<file path="config.mk">
export PLATFORM = sky130hd
export DESIGN_NAME = tss_cell
export DESIGN_NICKNAME = d
export VERILOG_FILES = /design/src/tss_pkg.sv /design/src/tss_cell.sv
export SDC_FILE = /design/constraint.sdc
export NUM_CORES = 2
export LEC_CHECK = 0
export BUFFER_PORTS_ARGS = -buffer_cell sky130_fd_sc_hd__buf_4
export CORE_MARGIN = 5
export CORE_UTILIZATION = 53
export CTS_CLUSTER_DIAMETER = 200
export DETAILED_ROUTE_END_ITERATION = 10
export PLACE_DENSITY = 0.83
export SYNTH_ARGS = -nofsm -noshare
export SYNTH_HDL_FRONTEND = slang
export SYNTH_SLANG_ARGS = --single-unit
</file>
<file path="constraint.sdc">
create_clock -name clk -period 9.15 [get_ports clk]
set_input_delay 2.2875 -clock clk [delete_from_list [all_inputs] [get_ports clk]]
set_output_delay 2.2875 -clock clk [all_outputs]
set_load 0.05 [all_outputs]
</file>
<file path="src/tss_pkg.sv">
// Shared types and constants of the fixed-point Taylor series sine block.
package tss_pkg;

    localparam int ANGLE_W       = 32;
    localparam int CNT_W         = 4;
    localparam int SUM_W         = 41;
    localparam int MAG_W         = 41;
    localparam int SQ_W          = 2 * ANGLE_W - 1;
    localparam int MAX_TERMS_DEF = 9;
    localparam int FRAC_BITS_DEF = 28;

    localparam int MUL_W     = 32;
    localparam int PROD_W    = 2 * MUL_W;
    localparam int MUL_STEPS = 4;
    localparam int DIGIT_W   = 4;
    localparam int DIV_W     = 52;
    localparam int DIV_STEPS = DIV_W / DIGIT_W;
    localparam int VCLAMP_W  = 50;
    localparam int STEP_W    = $clog2(DIV_STEPS);

    localparam logic [MAG_W-1:0] MAG_LIMIT = {1'b1, {(MAG_W-1){1'b0}}};
    localparam logic signed [SUM_W-1:0] SUM_MAX = {1'b0, {(SUM_W-1){1'b1}}};
    localparam logic signed [SUM_W-1:0] SUM_MIN = {1'b1, {(SUM_W-1){1'b0}}};

    typedef struct packed {
        logic signed [ANGLE_W-1:0] angle;
        logic [CNT_W-1:0]          term_count;
    } operand_t;

    typedef struct packed {
        logic signed [SUM_W-1:0] sine_value;
        logic                    saturated;
    } result_t;

    typedef struct packed {
        logic [CNT_W-1:0]        remaining;
        logic                    neg;
        logic                    sat;
        logic [MAG_W-1:0]        mag;
        logic signed [SUM_W-1:0] sum;
    } term_t;

endpackage

</file>
<file path="src/tss_cell.sv">
// One series cell: forms term K from term K-1 and adds it to the running sum.
module tss_cell #(
    parameter int FRAC_BITS = tss_pkg::FRAC_BITS_DEF,
    parameter int K         = 1
) (
    input  logic                                 clk,
    input  logic                                 rst_n,
    input  logic                                 up_valid,
    output logic                                 up_ready,
    input  tss_pkg::term_t                       up_term,
    input  logic [tss_pkg::SQ_W-FRAC_BITS-1:0]   up_x2,
    output logic                                 dn_valid,
    input  logic                                 dn_ready,
    output tss_pkg::term_t                       dn_term,
    output logic [tss_pkg::SQ_W-FRAC_BITS-1:0]   dn_x2
);

    localparam int X2_W   = tss_pkg::SQ_W - FRAC_BITS;
    localparam int ACC_W  = tss_pkg::MAG_W + X2_W;
    localparam int SC_W   = ACC_W - FRAC_BITS;
    localparam int D      = 2 * K * (2 * K + 1);
    localparam int HALF_D = D / 2;
    localparam int REM_W  = $clog2(D);
    localparam int T_W    = REM_W + tss_pkg::DIGIT_W;
    localparam int DW     = tss_pkg::DIV_W;
    localparam int SW     = tss_pkg::STEP_W;

    localparam logic [2:0] ST_IDLE  = 3'd0;
    localparam logic [2:0] ST_MUL   = 3'd1;
    localparam logic [2:0] ST_ACC   = 3'd2;
    localparam logic [2:0] ST_SCALE = 3'd3;
    localparam logic [2:0] ST_DIV   = 3'd4;
    localparam logic [2:0] ST_CLIP  = 3'd5;
    localparam logic [2:0] ST_SUM   = 3'd6;
    localparam logic [2:0] ST_DONE  = 3'd7;

    logic [2:0]                      st_reg, st_next;
    logic [SW-1:0]                   step_reg, step_next;
    tss_pkg::term_t                  term_reg, term_next;
    logic [X2_W-1:0]                 x2_reg, x2_next;
    logic [tss_pkg::PROD_W-1:0]      prod_reg, prod_next;
    logic [1:0]                      sh_reg, sh_next;
    logic [ACC_W-1:0]                acc_reg, acc_next;
    logic [DW-1:0]                   num_reg, num_next;
    logic [REM_W-1:0]                rem_reg, rem_next;

    logic                            load;
    logic                            active;
    logic [tss_pkg::PROD_W-1:0]      x2_pad;
    logic [tss_pkg::MUL_W-1:0]       a_op;
    logic [tss_pkg::MUL_W-1:0]       b_op;
    logic [ACC_W-1:0]                addend;
    logic [SC_W-1:0]                 scaled;
    logic [tss_pkg::VCLAMP_W-1:0]    v_clamp;
    logic [T_W-1:0]                  t_val;
    logic [tss_pkg::DIGIT_W-1:0]     digit;
    logic [DW-1:0]                   lim;
    logic signed [tss_pkg::SUM_W:0]  sum_wide;

    assign up_ready = (st_reg == ST_IDLE) || (st_reg == ST_DONE && dn_ready);
    assign load     = up_valid && up_ready;
    assign active   = (up_term.remaining != '0);
    assign dn_valid = (st_reg == ST_DONE);
    assign dn_term  = term_reg;
    assign dn_x2    = x2_reg;

    assign x2_pad = tss_pkg::PROD_W'(x2_reg);
    assign a_op   = step_reg[1] ? tss_pkg::MUL_W'(term_reg.mag[tss_pkg::MAG_W-1:tss_pkg::MUL_W])
                                : term_reg.mag[tss_pkg::MUL_W-1:0];
    assign b_op   = step_reg[0] ? x2_pad[tss_pkg::PROD_W-1:tss_pkg::MUL_W]
                                : x2_pad[tss_pkg::MUL_W-1:0];

    always_comb
    begin
        case (sh_reg)
            2'd0:    addend = ACC_W'(prod_reg);
            2'd1:    addend = ACC_W'({prod_reg, 32'd0});
            2'd2:    addend = ACC_W'({prod_reg, 64'd0});
            default: addend = '0;
        endcase
    end

    assign scaled = acc_reg[ACC_W-1:FRAC_BITS];

    generate
        if (SC_W > tss_pkg::VCLAMP_W)
        begin : g_clamp
            assign v_clamp = (|scaled[SC_W-1:tss_pkg::VCLAMP_W]) ? '1
                                                                  : scaled[tss_pkg::VCLAMP_W-1:0];
        end
        else
        begin : g_pass
            assign v_clamp = tss_pkg::VCLAMP_W'(scaled);
        end
    endgenerate

    assign t_val = {rem_reg, num_reg[DW-1 -: tss_pkg::DIGIT_W]};

    always_comb
    begin
        digit = '0;
        for (int j = 1; j < (1 << tss_pkg::DIGIT_W); j++)
        begin
            if (t_val >= T_W'(j * D))
            begin
                digit = tss_pkg::DIGIT_W'(j);
            end
        end
    end

    assign lim = term_reg.neg ? DW'(tss_pkg::MAG_LIMIT - 1'b1) : DW'(tss_pkg::MAG_LIMIT);

    assign sum_wide = term_reg.neg
                    ? ({term_reg.sum[tss_pkg::SUM_W-1], term_reg.sum} - $signed({1'b0, term_reg.mag}))
                    : ({term_reg.sum[tss_pkg::SUM_W-1], term_reg.sum} + $signed({1'b0, term_reg.mag}));

    always_comb
    begin
        st_next   = st_reg;
        step_next = step_reg;
        term_next = term_reg;
        x2_next   = x2_reg;
        prod_next = prod_reg;
        sh_next   = sh_reg;
        acc_next  = acc_reg;
        num_next  = num_reg;
        rem_next  = rem_reg;
        case (st_reg)
            ST_IDLE:
            begin
                st_next = ST_IDLE;
            end
            ST_MUL:
            begin
                prod_next = a_op * b_op;
                sh_next   = {1'b0, step_reg[1]} + {1'b0, step_reg[0]};
                if (step_reg == '0)
                begin
                    acc_next = ACC_W'(64'd1 << (FRAC_BITS - 1));
                end
                else
                begin
                    acc_next = acc_reg + addend;
                end
                step_next = step_reg + 1'b1;
                if (step_reg == SW'(tss_pkg::MUL_STEPS - 1))
                begin
                    st_next = ST_ACC;
                end
            end
            ST_ACC:
            begin
                acc_next = acc_reg + addend;
                st_next  = ST_SCALE;
            end
            ST_SCALE:
            begin
                num_next  = DW'(v_clamp) + DW'(HALF_D);
                rem_next  = '0;
                step_next = '0;
                st_next   = ST_DIV;
            end
            ST_DIV:
            begin
                num_next  = {num_reg[DW-tss_pkg::DIGIT_W-1:0], digit};
                rem_next  = REM_W'(t_val - T_W'(digit) * T_W'(D));
                step_next = step_reg + 1'b1;
                if (step_reg == SW'(tss_pkg::DIV_STEPS - 1))
                begin
                    st_next = ST_CLIP;
                end
            end
            ST_CLIP:
            begin
                term_next.neg = !term_reg.neg;
                if (num_reg > lim)
                begin
                    term_next.mag = tss_pkg::MAG_W'(lim);
                    term_next.sat = 1'b1;
                end
                else
                begin
                    term_next.mag = tss_pkg::MAG_W'(num_reg);
                end
                st_next = ST_SUM;
            end
            ST_SUM:
            begin
                if (sum_wide[tss_pkg::SUM_W] != sum_wide[tss_pkg::SUM_W-1])
                begin
                    term_next.sum = sum_wide[tss_pkg::SUM_W] ? tss_pkg::SUM_MIN : tss_pkg::SUM_MAX;
                    term_next.sat = 1'b1;
                end
                else
                begin
                    term_next.sum = sum_wide[tss_pkg::SUM_W-1:0];
                end
                st_next = ST_DONE;
            end
            ST_DONE:
            begin
                if (dn_ready)
                begin
                    st_next = ST_IDLE;
                end
            end
            default:
            begin
                st_next = ST_IDLE;
            end
        endcase
        if (load)
        begin
            term_next = up_term;
            term_next.remaining = active ? up_term.remaining - tss_pkg::CNT_W'(1)
                                         : up_term.remaining;
            x2_next   = up_x2;
            step_next = '0;
            st_next   = active ? ST_MUL : ST_DONE;
        end
    end

    always_ff @(posedge clk or negedge rst_n)
    begin
        if (!rst_n)
        begin
            st_reg   <= ST_IDLE;
            step_reg <= '0;
        end
        else
        begin
            st_reg   <= st_next;
            step_reg <= step_next;
        end
    end

    always_ff @(posedge clk)
    begin
        term_reg <= term_next;
        x2_reg   <= x2_next;
        prod_reg <= prod_next;
        sh_reg   <= sh_next;
        acc_reg  <= acc_next;
        num_reg  <= num_next;
        rem_reg  <= rem_next;
    end

    a_active_starts: assert property (@(posedge clk) disable iff (!rst_n)
        (up_valid && up_ready && up_term.remaining != '0) |=> (st_reg == ST_MUL))
        else $error("active item did not start multiplying");

    a_idle_passes: assert property (@(posedge clk) disable iff (!rst_n)
        (up_valid && up_ready && up_term.remaining == '0) |=> (st_reg == ST_DONE))
        else $error("inactive item did not pass straight through");

    a_rem_bound: assert property (@(posedge clk) disable iff (!rst_n)
        (st_reg == ST_DIV) |-> (rem_reg < REM_W'(D)))
        else $error("division remainder out of range");

    a_mag_bound: assert property (@(posedge clk) disable iff (!rst_n)
        (st_reg == ST_SUM) |-> (term_reg.mag <= tss_pkg::MAG_LIMIT))
        else $error("clipped term magnitude out of range");

endmodule

</file>
==> flow_metrics.py <==
metrics = {
    "run_status": {
        "status": "finished clean",
    },
    "sta": {
        "fin_crit_ps": 8880,
        "slew_headroom": 0.252,
        "fmaxAchievable_ghz": 0.113,
        "timing.final.hold_violations": 0,
        "fin_skew_ps": 38.4,
        "grt_setup_unrepaired": "true",
        "final.period_utilization": 0.970,
        "worst_slew_pin_slew_ps": 1120,
        "finalMaxSlewViolations": 0,
        "setup_viol": 0,
    },
    "setup_path": {
        "worstPathArrival_ps": 9240,
        "crit_top_cell": "sky130_fd_sc_hd__fa_1",
        "crit_path_max_delay_cell_type": "sky130_fd_sc_hd__fa_1",
        "critical_path.n_buffers_inverters": 7,
        "critPathTopFamily": "adder cells",
        "setup_crit_end_kind": "flop",
        "critPathKind": "reg2reg",
        "timing.critical_path.slowest_cell_delay_ps": 560,
        "timing.critical_path.from_type": "flop",
        "cp_data_required_time_ps": 9520,
        "timing.critical_path.fanout_max": 37,
    },
    "synthesis": {
        "synth-seq-cells": 327,
        "synth_largest_area_cell": "sky130_fd_sc_hd__fa_1",
        "seq_area_frac_synth": 0.176,
        "netlist_top_cells_area": "sky130_fd_sc_hd__fa_1, sky130_fd_sc_hd__edfxtp_1, sky130_fd_sc_hd__ha_1",
        "postSynth.topFlopCell": "sky130_fd_sc_hd__edfxtp_1",
        "yosys_warnings": 0,
        "avgSynthCellArea_um2": 8.91,
        "synth_cell_types": 86,
        "netlist_instances": 6247,
        "synth-edff-count": 320,
        "synth_nets": 7700,
        "synth_largest_type_area_fraction": 0.323,
        "ys_async_sr_fraction": 0.0214,
        "synthesis.area_um2": 55600,
    },
    "final_layout": {
        "post-route-util": 0.590,
        "areaGrowthSynthToFinish_pct": 10.2,
        "largest_register_ffs": 88,
        "final.fill_count": 9023,
        "proportion_of_layout_cells_with_a_drive_suffix_above_1": 0.0918,
        "layout.cells.most_common": "sky130_fd_sc_hd__inv_1",
        "leading_cell_types_in_the_layout_fill_and_taps_excluded": "sky130_fd_sc_hd__inv_1, sky130_fd_sc_hd__fa_1, sky130_fd_sc_hd__nor2_1, sky130_fd_sc_hd__nand2_1, sky130_fd_sc_hd__buf_4",
        "num-nets-final": 7878,
    },
    "global_route": {
        "overflow": 0,
        "track_usage": 0.345,
        "grt_pass1_vias": 48366,
        "antenna_found_initial": 14,
        "grt_first_pass_wirelength_um": 292000,
        "grt_start_max_net_pins": 77,
    },
    "clock_tree": {
        "tritoncts": "yes",
        "cts.sinks": 327,
        "postCtsSetupRepairBufs": 0,
        "h-tree-depth": 2,
        "clk_latency_ps": 630,
        "clock_tree.buffer_depth": 3,
        "numCtsBuffers": 43,
        "clk_transition_reported_paths_ps": 70,
        "cts_hold_buf": 0,
        "clock_tree_root": "sky130_fd_sc_hd__clkbuf_16",
    },
    "floorplanning": {
        "die_width_um": 334,
        "die_y_um": 334,
        "core_region_area_um2": 104000,
        "num_io_pins": 252,
        "row_count": 118,
        "overall_die_area_um2": 112000,
        "initial_standard_cell_utilization_of_the_core": 0.535,
    },
    "detailed_routing": {
        "drt-vias-per-instance": 6.06,
        "wl_per_cell_um": 24.8,
        "routed_wl_um": 195000,
        "antenna_left": 0,
        "drt_first_iter_violations": 5431,
        "detailroute.via_count": 47599,
        "drt_pre_antenna_iters": 7,
        "drc": 0,
    },
    "place": {
        "hpwl_um": 158000,
        "port-buffer-count": 251,
        "globalplace.congestion": 1.08,
    },
    "min_path": {
        "holdCritPathClass": "reg2reg",
    },
    "run": {
        "number_of_max_cap_violations": 0,
    },
}
[through the flow]
step	area (um2)	hold WS [ps]	TNS [ps]	cells	setup slack, ps
after floorplan	55600	522	0	6247	641
after global placement	59800	534	0	7760	12.1
after detailed placement	59800	537	-78.2	7760	-56.2
after CTS	61300	555	0	7839	25.4
after global routing	61300	601	-75.8	7845	-50.0
final	61300	556	0	7849	275
[cell usage after synthesis (all sizes together) (7+ instances only)]
cell type  instances
a2111oi            9
a211o              9
a211oi            28
a21boi            14
a21o             126
a21oi            243
a22o              15
a31oi             35
and2              59
and3              42
and4               8
buf               25
clkbuf           296
dfrtp              7
edfxtp           320
fa               898
ha               428
inv              983
mux2              10
mux2i             55
nand2            771
nand2b            24
nand3             76
nand4             56
nor2             844
nor2b             80
nor3              56
nor3b              8
nor4              15
o211ai            73
o21a              58
o21ai            168
o21bai            43
o31ai             21
o41ai              8
or4                7
xnor2            153
xor2              88
[cell families after synthesis]
logic type | after synthesis | share of synthesized area
multiplexers | 65 | 0.0119
buffers and inverters | 1306 | 0.0882
flip-flops | 327 | 0.176
AO/OA/AOI/OAI | 915 | 0.108
adder cells (fa/ha/maj) | 1326 | 0.419
XOR/XNOR | 241 | 0.0379
AND/OR/NAND/NOR | 2067 | 0.159
[worst register-to-register path, delay by kind of cell, from the launching register on]
family / cells / cell delay [ps]
adder cells (fa/ha/maj): 9 / 4570
AO/OA/AOI/OAI: 8 / 1990
buffers and inverters: 7 / 1070
flip-flops: 1 / 390
multiplexers: 1 / 270
AND/OR/NAND/NOR: 2 / 210
XOR/XNOR: 1 / 150
[final timing paths]
kind / from / end / slack (ps) / cells past startpoint
max in group asynchronous: rst_n / step_reg[0] / 7460 / 1
min in group asynchronous: rst_n / step_reg[2] / 1510 / 1
setup / recovery: step_reg[0] / prod_reg[57] / 270 / 28
hold reg to reg: num_reg[47] / num_reg[51] / 560 / 1
hold / removal: num_reg[47] / num_reg[51] / 560 / 1
setup reg to reg: step_reg[0] / prod_reg[57] / 270 / 28
[metal layers]
metal,global-route usage,part of all wire,up-vias
li1,-,-,20400
met2,0.510,0.43,3091
met1,0.454,0.37,23405
met5,0,0.00030,-
met4,0.202,0.074,8
met3,0.103,0.13,695
[cell type report]
type / instances / area (um2) / area share
Multi-Input combinational cell: 4614 / 41100 / 0.670
Sequential cell: 327 / 9790 / 0.160
Inverter: 985 / 3700 / 0.0603
Timing Repair Buffer: 454 / 3520 / 0.0574
Tap cell: 1380 / 1730 / 0.0282
Clock buffer: 49 / 1120 / 0.0183
Clock inverter: 30 / 337 / 0.00549
Antenna cell: 10 / 25.0 / 0.000408
[what timing repair did]
action | 4_1_cts | 5_1_grt
hold endpoints to repair | 0 | 0
gates resized for setup | 1 | 15
setup endpoints to repair | 2 | 19
Power is not shown: default switching activity piles up to over one toggle a cycle in this logic, so the estimate is an artifact.
